===== src/rtl/core/tss_pkg.sv =====
`default_nettype none

package tss_pkg;

   // Result action codes.
   typedef enum logic [2:0] {
      ACT_IGNORE = 3'd0,
      ACT_RESET  = 3'd1,
      ACT_CLOSE  = 3'd2,
      ACT_APPEND = 3'd3,
      ACT_FULL   = 3'd4
   } action_type;

   // Controller states.
   typedef enum logic [1:0] {
      ST_IDLE   = 2'd0,
      ST_LOOKUP = 2'd1,
      ST_UPDATE = 2'd2
   } state_type;

   // Commands from the controller to the datapath.
   typedef struct packed {
      logic load_req;
      logic lookup;
      logic update;
   } cmd_type;

   // Widths of the stream key parts and of the other request and result fields.
   localparam int unsigned ADDRS_W = 64;
   localparam int unsigned PORTS_W = 32;
   localparam int unsigned SEQ_W   = 32;
   localparam int unsigned LEN_W   = 16;
   localparam int unsigned OUT_SLOT_W = 4;

endpackage

`default_nettype wire


===== src/rtl/core/tss_ctrl.sv =====
`default_nettype none

module tss_ctrl
   import tss_pkg::*;
(
   input  wire logic    clock,
   input  wire logic    reset,
   input  wire logic    start,
   output logic         busy,
   output cmd_type      cmd,
   output logic         rsp_valid
);

   state_type state_ff;
   state_type state_in;
   logic      rsp_valid_ff;
   logic      accept;

   // The block is only unable to take a request while the lookup runs.
   assign busy   = (state_ff == ST_LOOKUP);
   assign accept = start && !busy;

   // State register and result strobe.
   always_ff @(posedge clock) begin
      if (reset) begin
         state_ff     <= ST_IDLE;
         rsp_valid_ff <= 1'b0;
      end else begin
         state_ff     <= state_in;
         rsp_valid_ff <= (state_ff == ST_UPDATE);
      end
   end

   // Next state and commands.
   always_comb begin
      state_in     = state_ff;
      cmd.load_req = accept;
      cmd.lookup   = 1'b0;
      cmd.update   = 1'b0;
      case (state_ff)
         ST_IDLE: begin
            if (accept) state_in = ST_LOOKUP;
         end
         ST_LOOKUP: begin
            cmd.lookup = 1'b1;
            state_in   = ST_UPDATE;
         end
         ST_UPDATE: begin
            cmd.update = 1'b1;
            state_in   = accept ? ST_LOOKUP : ST_IDLE;
         end
         default: begin
            state_in = ST_IDLE;
         end
      endcase
   end

   assign rsp_valid = rsp_valid_ff;

`ifndef ASSERT_OFF
   // A lookup only ever follows an accepted request.
   a_lookup_after_accept: assert property (@(posedge clock) disable iff (reset)
      busy |-> $past(start && !busy))
      else $error("lookup without an accepted request");

   // An accepted request always starts a lookup.
   a_accept_starts_lookup: assert property (@(posedge clock) disable iff (reset)
      (start && !busy) |=> busy)
      else $error("accepted request did not start a lookup");

   // Every lookup is followed by exactly one table update.
   a_lookup_then_update: assert property (@(posedge clock) disable iff (reset)
      busy |=> (cmd.update && !busy))
      else $error("lookup not followed by an update");

   // Each result strobe comes from one update cycle.
   a_strobe_from_update: assert property (@(posedge clock) disable iff (reset)
      rsp_valid |-> $past(cmd.update))
      else $error("result strobe without an update");
`endif

endmodule

`default_nettype wire


===== src/rtl/core/tss_dpath.sv =====
`default_nettype none

module tss_dpath
   import tss_pkg::*;
#(
   parameter int unsigned STREAM_SLOTS = 16
)
(
   input  wire logic                  clock,
   input  wire logic                  reset,
   input  wire cmd_type               cmd,
   input  wire logic                  req_is_tcp,
   input  wire logic [31:0]           req_src_addr,
   input  wire logic [31:0]           req_dst_addr,
   input  wire logic [15:0]           req_src_port,
   input  wire logic [15:0]           req_dst_port,
   input  wire logic [SEQ_W-1:0]      req_seq_number,
   input  wire logic                  req_syn_flag,
   input  wire logic                  req_fin_flag,
   input  wire logic                  req_rst_flag,
   input  wire logic [LEN_W-1:0]      req_payload_length,
   output logic [2:0]                 rsp_action,
   output logic [OUT_SLOT_W-1:0]      rsp_stream_slot,
   output logic [LEN_W-1:0]           rsp_append_length,
   output logic [SEQ_W-1:0]           rsp_expected_seq
);

   localparam int unsigned SLOT_W = (STREAM_SLOTS > 1) ? $clog2(STREAM_SLOTS) : 1;
   localparam int unsigned EXT_W  = (SLOT_W > OUT_SLOT_W) ? SLOT_W : OUT_SLOT_W;

   // Registered request.
   logic               tcp_ff;
   logic [ADDRS_W-1:0] addrs_ff;
   logic [PORTS_W-1:0] ports_ff;
   logic [SEQ_W-1:0]   seq_ff;
   logic               syn_ff;
   logic               fin_ff;
   logic               rst_ff;
   logic [LEN_W-1:0]   len_ff;

   // Stream table: one key comparator per entry.
   logic [STREAM_SLOTS-1:0] valid_ff;
   logic [ADDRS_W-1:0]      key_addrs_ff [STREAM_SLOTS];
   logic [PORTS_W-1:0]      key_ports_ff [STREAM_SLOTS];
   logic [SEQ_W-1:0]        next_seq_ff  [STREAM_SLOTS];
   logic [STREAM_SLOTS-1:0] hit_ff;
   logic [STREAM_SLOTS-1:0] hit_in;

   // Update decision.
   logic              found;
   logic [SLOT_W-1:0] hit_idx;
   logic              has_free;
   logic [SLOT_W-1:0] free_idx;
   logic [SLOT_W-1:0] slot;
   logic [EXT_W-1:0]  slot_ext;
   logic [SEQ_W-1:0]  cur_next;
   logic [SEQ_W-1:0]  seq_plus1;
   logic [SEQ_W-1:0]  appended;
   logic              wr_key;
   logic              wr_next;
   logic              wr_valid;
   logic              valid_val;
   logic [SEQ_W-1:0]  next_val;
   action_type        act;
   logic [SEQ_W-1:0]  exp_val;
   logic [LEN_W-1:0]  app_len;

   // Result registers.
   action_type             act_ff;
   logic [OUT_SLOT_W-1:0]  out_slot_ff;
   logic [LEN_W-1:0]       app_len_ff;
   logic [SEQ_W-1:0]       exp_ff;

   // Capture the request when it is accepted.
   always_ff @(posedge clock) begin
      if (cmd.load_req) begin
         tcp_ff   <= req_is_tcp;
         addrs_ff <= {req_src_addr, req_dst_addr};
         ports_ff <= {req_src_port, req_dst_port};
         seq_ff   <= req_seq_number;
         syn_ff   <= req_syn_flag;
         fin_ff   <= req_fin_flag;
         rst_ff   <= req_rst_flag;
         len_ff   <= req_payload_length;
      end
   end

   // Key compare in every entry.
   always_comb begin
      for (int i = 0; i < STREAM_SLOTS; i++) begin
         hit_in[i] = valid_ff[i] && (key_addrs_ff[i] == addrs_ff)
                     && (key_ports_ff[i] == ports_ff);
      end
   end

   always_ff @(posedge clock) begin
      if (cmd.lookup) hit_ff <= hit_in;
   end

   // Lowest matching entry and lowest free entry.
   always_comb begin
      found    = 1'b0;
      hit_idx  = '0;
      has_free = 1'b0;
      free_idx = '0;
      for (int i = STREAM_SLOTS - 1; i >= 0; i--) begin
         if (hit_ff[i]) begin
            found   = 1'b1;
            hit_idx = SLOT_W'(i);
         end
         if (!valid_ff[i]) begin
            has_free = 1'b1;
            free_idx = SLOT_W'(i);
         end
      end
   end

   // Decide the action and the table writes.
   always_comb begin
      slot      = found ? hit_idx : free_idx;
      seq_plus1 = seq_ff + SEQ_W'(1);
      cur_next  = found ? next_seq_ff[slot] : (syn_ff ? seq_plus1 : seq_ff);
      appended  = cur_next + SEQ_W'(len_ff);
      wr_key    = 1'b0;
      wr_next   = 1'b0;
      wr_valid  = 1'b0;
      valid_val = 1'b1;
      next_val  = cur_next;
      act       = ACT_IGNORE;
      exp_val   = '0;
      app_len   = '0;
      slot_ext  = '0;
      if (!tcp_ff) begin
         act = ACT_IGNORE;
      end else if (!found && !syn_ff && (len_ff == '0)) begin
         act = ACT_IGNORE;
      end else if (!found && !has_free) begin
         act = ACT_FULL;
      end else begin
         slot_ext = EXT_W'(slot);
         // A new stream takes the free entry.
         if (!found) begin
            wr_key   = 1'b1;
            wr_next  = 1'b1;
            wr_valid = 1'b1;
         end
         if (syn_ff || (cur_next == '0)) begin
            act      = ACT_RESET;
            wr_next  = 1'b1;
            next_val = seq_plus1;
            exp_val  = seq_plus1;
         end else if (fin_ff || rst_ff) begin
            act       = ACT_CLOSE;
            wr_valid  = 1'b1;
            valid_val = 1'b0;
         end else if (seq_ff == cur_next) begin
            act      = ACT_APPEND;
            wr_next  = 1'b1;
            next_val = appended;
            exp_val  = appended;
            app_len  = len_ff;
         end else begin
            act     = ACT_IGNORE;
            exp_val = cur_next;
         end
      end
   end

   // Table valid bits.
   always_ff @(posedge clock) begin
      if (reset) begin
         valid_ff <= '0;
      end else if (cmd.update && wr_valid) begin
         valid_ff[slot] <= valid_val;
      end
   end

   // Table keys and expected sequence numbers.
   always_ff @(posedge clock) begin
      if (cmd.update && wr_key) begin
         key_addrs_ff[slot] <= addrs_ff;
         key_ports_ff[slot] <= ports_ff;
      end
      if (cmd.update && wr_next) begin
         next_seq_ff[slot] <= next_val;
      end
   end

   // Result registers.
   always_ff @(posedge clock) begin
      if (cmd.update) begin
         act_ff      <= act;
         out_slot_ff <= slot_ext[OUT_SLOT_W-1:0];
         app_len_ff  <= app_len;
         exp_ff      <= exp_val;
      end
   end

   assign rsp_action        = act_ff;
   assign rsp_stream_slot   = out_slot_ff;
   assign rsp_append_length = app_len_ff;
   assign rsp_expected_seq  = exp_ff;

endmodule

`default_nettype wire


===== src/rtl/core/tcp_stream_sequence_tracker.sv =====
`default_nettype none

// TCP stream sequence tracker. Each request is one parsed segment descriptor;
// the block looks its 4-tuple up in a table of STREAM_SLOTS streams and
// returns exactly one result telling the consumer to clear the stream's
// buffer, append the payload, drop the segment, or that the stream closed or
// the table is full. A request is taken when start is high and busy is low.
// Each request has a lookup step, the parallel key compare in all entries,
// and an update step, the entry selection and table update. Busy is high
// only during the compare, so a new request can be taken during the update
// of the last one. The result appears on the rsp_ ports with rsp_valid high
// for one cycle, the cycle after the update; the receiver cannot stall it.

module tcp_stream_sequence_tracker
   import tss_pkg::*;
#(
   parameter int unsigned STREAM_SLOTS = 16
)
(
   input  wire logic         clock,
   input  wire logic         reset,
   input  wire logic         start,
   output logic              busy,
   input  wire logic         req_is_tcp,
   input  wire logic [31:0]  req_src_addr,
   input  wire logic [31:0]  req_dst_addr,
   input  wire logic [15:0]  req_src_port,
   input  wire logic [15:0]  req_dst_port,
   input  wire logic [31:0]  req_seq_number,
   input  wire logic         req_syn_flag,
   input  wire logic         req_fin_flag,
   input  wire logic         req_rst_flag,
   input  wire logic [15:0]  req_payload_length,
   output logic              rsp_valid,
   output logic [2:0]        rsp_action,
   output logic [3:0]        rsp_stream_slot,
   output logic [15:0]       rsp_append_length,
   output logic [31:0]       rsp_expected_seq
);

   cmd_type cmd;

   // Sequencing of the lookup and update cycles.
   tss_ctrl u_ctrl (
      .clock     (clock),
      .reset     (reset),
      .start     (start),
      .busy      (busy),
      .cmd       (cmd),
      .rsp_valid (rsp_valid)
   );

   // Stream table and update logic.
   tss_dpath #(
      .STREAM_SLOTS (STREAM_SLOTS)
   ) u_dpath (
      .clock              (clock),
      .reset              (reset),
      .cmd                (cmd),
      .req_is_tcp         (req_is_tcp),
      .req_src_addr       (req_src_addr),
      .req_dst_addr       (req_dst_addr),
      .req_src_port       (req_src_port),
      .req_dst_port       (req_dst_port),
      .req_seq_number     (req_seq_number),
      .req_syn_flag       (req_syn_flag),
      .req_fin_flag       (req_fin_flag),
      .req_rst_flag       (req_rst_flag),
      .req_payload_length (req_payload_length),
      .rsp_action         (rsp_action),
      .rsp_stream_slot    (rsp_stream_slot),
      .rsp_append_length  (rsp_append_length),
      .rsp_expected_seq   (rsp_expected_seq)
   );

endmodule

`default_nettype wire


===== config.mk =====
export PLATFORM = sky130hd
export DESIGN_NAME = tcp_stream_sequence_tracker
export DESIGN_NICKNAME = d
export VERILOG_FILES = /design/src/rtl/core/tss_pkg.sv /design/src/rtl/core/tss_ctrl.sv /design/src/rtl/core/tss_dpath.sv /design/src/rtl/core/tcp_stream_sequence_tracker.sv
export SDC_FILE = /design/constraint.sdc
export NUM_CORES = 2
export LEC_CHECK = 0
export BUFFER_PORTS_ARGS = -buffer_cell sky130_fd_sc_hd__clkbuf_2
export CAP_MARGIN = 0
export CELL_PAD_IN_SITES_DETAIL_PLACEMENT = 0
export CELL_PAD_IN_SITES_GLOBAL_PLACEMENT = 1
export CORE_MARGIN = 3
export CORE_UTILIZATION = 53
export DETAILED_ROUTE_END_ITERATION = 10
export HOLD_SLACK_MARGIN = 0.02
export PLACE_DENSITY_LB_ADDON = 0.15
export SLEW_MARGIN = 20
export SYNTH_ARGS = -nofsm -noshare
export SYNTH_HDL_FRONTEND = slang
export SYNTH_SLANG_ARGS = --single-unit
export TNS_END_PERCENT = 100

===== constraint.sdc =====
create_clock -name clock -period 9.1 [get_ports clock]
set_input_delay 1.82 -clock clock [delete_from_list [all_inputs] [get_ports clock]]
set_output_delay 1.82 -clock clock [all_outputs]
set_load 0.02 [all_outputs]

==> metrics.md <==
| Metric | Value |
|---|---|
| Fin nets | between 6000 and 7000 |
| Final worst-path cycle share | between 90 and 100% |
| Ratio of cells with drive above 1 in the final layout | 14.7% |
| Max-cap violations | 0 |
| FF-to-FF path depth | 26 |
| Fin util | between 60% and 70% |
| RePlAce Congestion | about 1.0 |
| Boundary Pins | between 200 and 250 |
| Synth Register Bits | 2286 |
| Max stage delay cell, worst path | o22a_1 |
| HP Class | register to register |
| Crit path time final | 8.44 ns |
| FF+latch area | just under 0.07 mm2 |
| R2r endpoint | u_dpath.next_seq_ff[10][19]$_DFFE_PP_ |
| Die height | around 430 um |
| VDD IR max | about 0.17 mV |
| Main area contributors after synthesis | edfxtp_1, xor2_1, xnor2_1 |
| Post-synthesis average cell area | approximately 15 um2 |
| Hold_buf cts | 0 |
| Status | complete, no violations |
| Gr usage total | slightly below 40% |
| GR peak layer | met2 |
| Clock transition at path regs | roughly 0.06 ns |
| Post-synth EDFFs | between 2000 and 2500 |
| RSZ-0062 raised after global routing | no |
| Slew headroom | roughly a fifth |
| Syn Inst Count | between 6000 and 7000 |
| Mapped Nets | around 6500 |
| Post-route ant nets | 0 |
| Cts bufs inserted | between 200 and 250 |
| H-tree lvl count | 4 |
| Worst Setup SP | u_dpath.hit_ff[2]$_DFFE_PP_ |
| Die W | between 400 and 500 um |
| Overflow after GRT | 0 |
| Critical path destination | u_dpath.next_seq_ff[10][19]$_DFFE_PP_ |
| Post-DR vias/cell | a little under 7 |
| Count leader, synth | edfxtp_1 |
| Worst-Skew Late Latency | between 0.9 and 1 ns |
| Met2 usage | between 50% and 60% |
| Post-Syn Area | ~0.096 mm2 |
| Final Instance Count excl. Fillers | approximately 9400 |
| Critical path arrival | between 9 and 10 ns |
| Distinct cells, synth | 96 |
| Clk sink count | between 2000 and 2500 |
| Placed instance count | between 8000 and 9000 |
| Drt first pass iters | 6 |
| IO Port Bufs | about 210 |
| Slack of the worst reg-to-reg path | between 0.6 and 0.7 ns |
| Total number of vias | 63700 |
| Ys flop type | edfxtp_1 |
| Met3 GRT Util | approximately a tenth |
| Starting density of the core | between 50% and 60% |
| Final setup vio count | 0 |
| Largest net degree at the start of global routing | 90 |
| Synth area leader | edfxtp_1 |
| Multi-input logic area | 0.0256 mm2 |
| Max Clk Rate | about 0.12 GHz |
| Initial DRC Count | about 9700 |
| Final Slew Violations | 0 |
| Slowest stage delay, CP | just over 0.7 ns |
| WS Path Type | register to register |
| Final WS setup | approximately 0.66 ns |
| Post-CTS Repair Setup Buffers | 0 |
| CTS tree | yes |
| Share of the synthesized area in the top cell type | a little over two thirds |
| Post-CTS Resized | 0 |
| Clock Path Buffers | 3 |
| Clock root buffer | clkbuf_16 |
| DP Wirelength | roughly 240 mm |
| Area grow syn2layout | 14.1% |
| Die area | 0.187 mm2 |
| WP data required | ~9.7 ns |
| Commonest cells post-synth | edfxtp_1, xor2_1, xnor2_1, nand2_1, inv_1 |
| Asr flop ratio synth | 0% |
| Core area | about 0.18 mm2 |
| PwrDens | 210 mW/mm2 |
| Sequential area share after synthesis | a little under three quarters |
| DRC violations left | 0 |
| Initial antenna violation count | 32 |
| Critical Path Sink Type | register |
| Setup crit start kind | register |
| Global-route wire length before repair | 491 mm |
| Vias in the first global route | 60200 |
| Post-DR wirelength/cell | between 30 and 40 um |
| Worst slack, placed | about 0.84 ns |
| M1 GR Usage | between 40% and 50% |
| Worst r2r src | u_dpath.hit_ff[2]$_DFFE_PP_ |
| Leak | roughly 36 nW |
| Worst Tran Pin Value | between 1 and 1.5 ns |
| CP dominant cell by count | a21oi_1 |
| Row count | approximately 160 |
| WL final | around 360 mm |
| Setup TNS Final | 0 ns |
| Endpoints failing hold | 0 |
| Clk_skew | between 0.06 and 0.07 ns |
| YS warnings | 0 |
| Fillers | between 10000 and 15000 |
| Crit Path Max Fanout | 76 |
logic make-up after synthesis:
group	share of synthesized area [%]
flip-flops	71.2
XOR/XNOR	9.76
multiplexers	1.50
buffers and inverters	2.54
adder cells (fa/ha/maj)	0.242
AND/OR/NAND/NOR	6.48
AO/OA/AOI/OAI	8.27
report_power, final:
group | internal [mW] | switching (mW) | total [mW]
logic | 0.432 | 1.24 | 1.68
clock network | 5.46 | 4.10 | 9.56
registers | 11.7 | 0.0748 | 11.8
total | 17.6 | 5.41 | 23.0
worst min-delay path by stage:
stage                                          startpoint                               to  slack (ns)  depth (start not counted)
after floorplan           u_ctrl.state_ff[0]$_SDFFE_PP0P_  u_ctrl.state_ff[0]$_SDFFE_PP0P_        0.41                          1
after global placement    u_ctrl.state_ff[0]$_SDFFE_PP0P_  u_ctrl.state_ff[0]$_SDFFE_PP0P_        0.42                          1
after detailed placement  u_ctrl.state_ff[0]$_SDFFE_PP0P_  u_ctrl.state_ff[0]$_SDFFE_PP0P_        0.43                          1
after CTS                 u_ctrl.state_ff[0]$_SDFFE_PP0P_  u_ctrl.state_ff[0]$_SDFFE_PP0P_        0.44                          1
after global routing      u_ctrl.state_ff[0]$_SDFFE_PP0P_  u_ctrl.state_ff[0]$_SDFFE_PP0P_        0.45                          1
final                     u_ctrl.state_ff[0]$_SDFFE_PP0P_  u_ctrl.state_ff[0]$_SDFFE_PP0P_        0.44                          1
cell type report:
type,count,area share (%)
Antenna cell,27,0.0616
Multi-Input combinational cell,3440,23.3
Clock buffer,287,5.55
Clock inverter,140,1.33
Tap cell,2355,2.69
Inverter,251,0.859
Timing Repair Buffer,583,3.78
Sequential cell,2286,62.4
registers in the layout, indices dropped and copies added, names as in the netlist, 32 cells and up:
register and cells:
u_dpath.key_addrs_ff 1024, u_dpath.ports_ff 32, u_dpath.seq_ff 32, u_dpath.key_ports_ff 512, u_dpath.addrs_ff 64, u_dpath.rsp_expected_seq 32
u_dpath.next_seq_ff 512
per-layer routing:
layer / routed length [um] / vias up
met3: 41600 / 1078
met4: 28500 / 12
met5: 116 / -
met2: 165000 / 4582
li1: - / 25600
met1: 129000 / 32400
cells in the final DEF, fill, tap and decap left out, types with 94 or more instances in the layout:
master / instances
nor2_1: 121
xnor2_1: 534
edfxtp_1: 2267
o22ai_1: 208
clkbuf_16: 234
inv_1: 231
nand2_1: 270
a221oi_1: 149
nand4_1: 223
clkbuf_2: 207
xor2_1: 537
buf_4: 352
nor4_1: 210
mux2i_1: 102
nand3_1: 94
critical path: cells and delay by family, from the launching register on:
kind	cells	cell delay [ns]
AOI/OAI and AO/OA	16	4.67
and+or+nand+nor	6	1.73
buffers and inverters	3	0.88
DFF	1	0.48
adders and majority gates	1	0.33
stage by stage:
step | hold slack (ns) | instance area (um2) | power, mW
global route | 0.454 | 110000 | 23.5
detailed placement | 0.431 | 102000 | 13.6
CTS | 0.439 | 110000 | 23.0
floorplan | 0.413 | 96100 | 12.7
global placement | 0.424 | 102000 | 13.6
finish | 0.438 | 110000 | 23.0
Power figures use the tool's default switching activity.
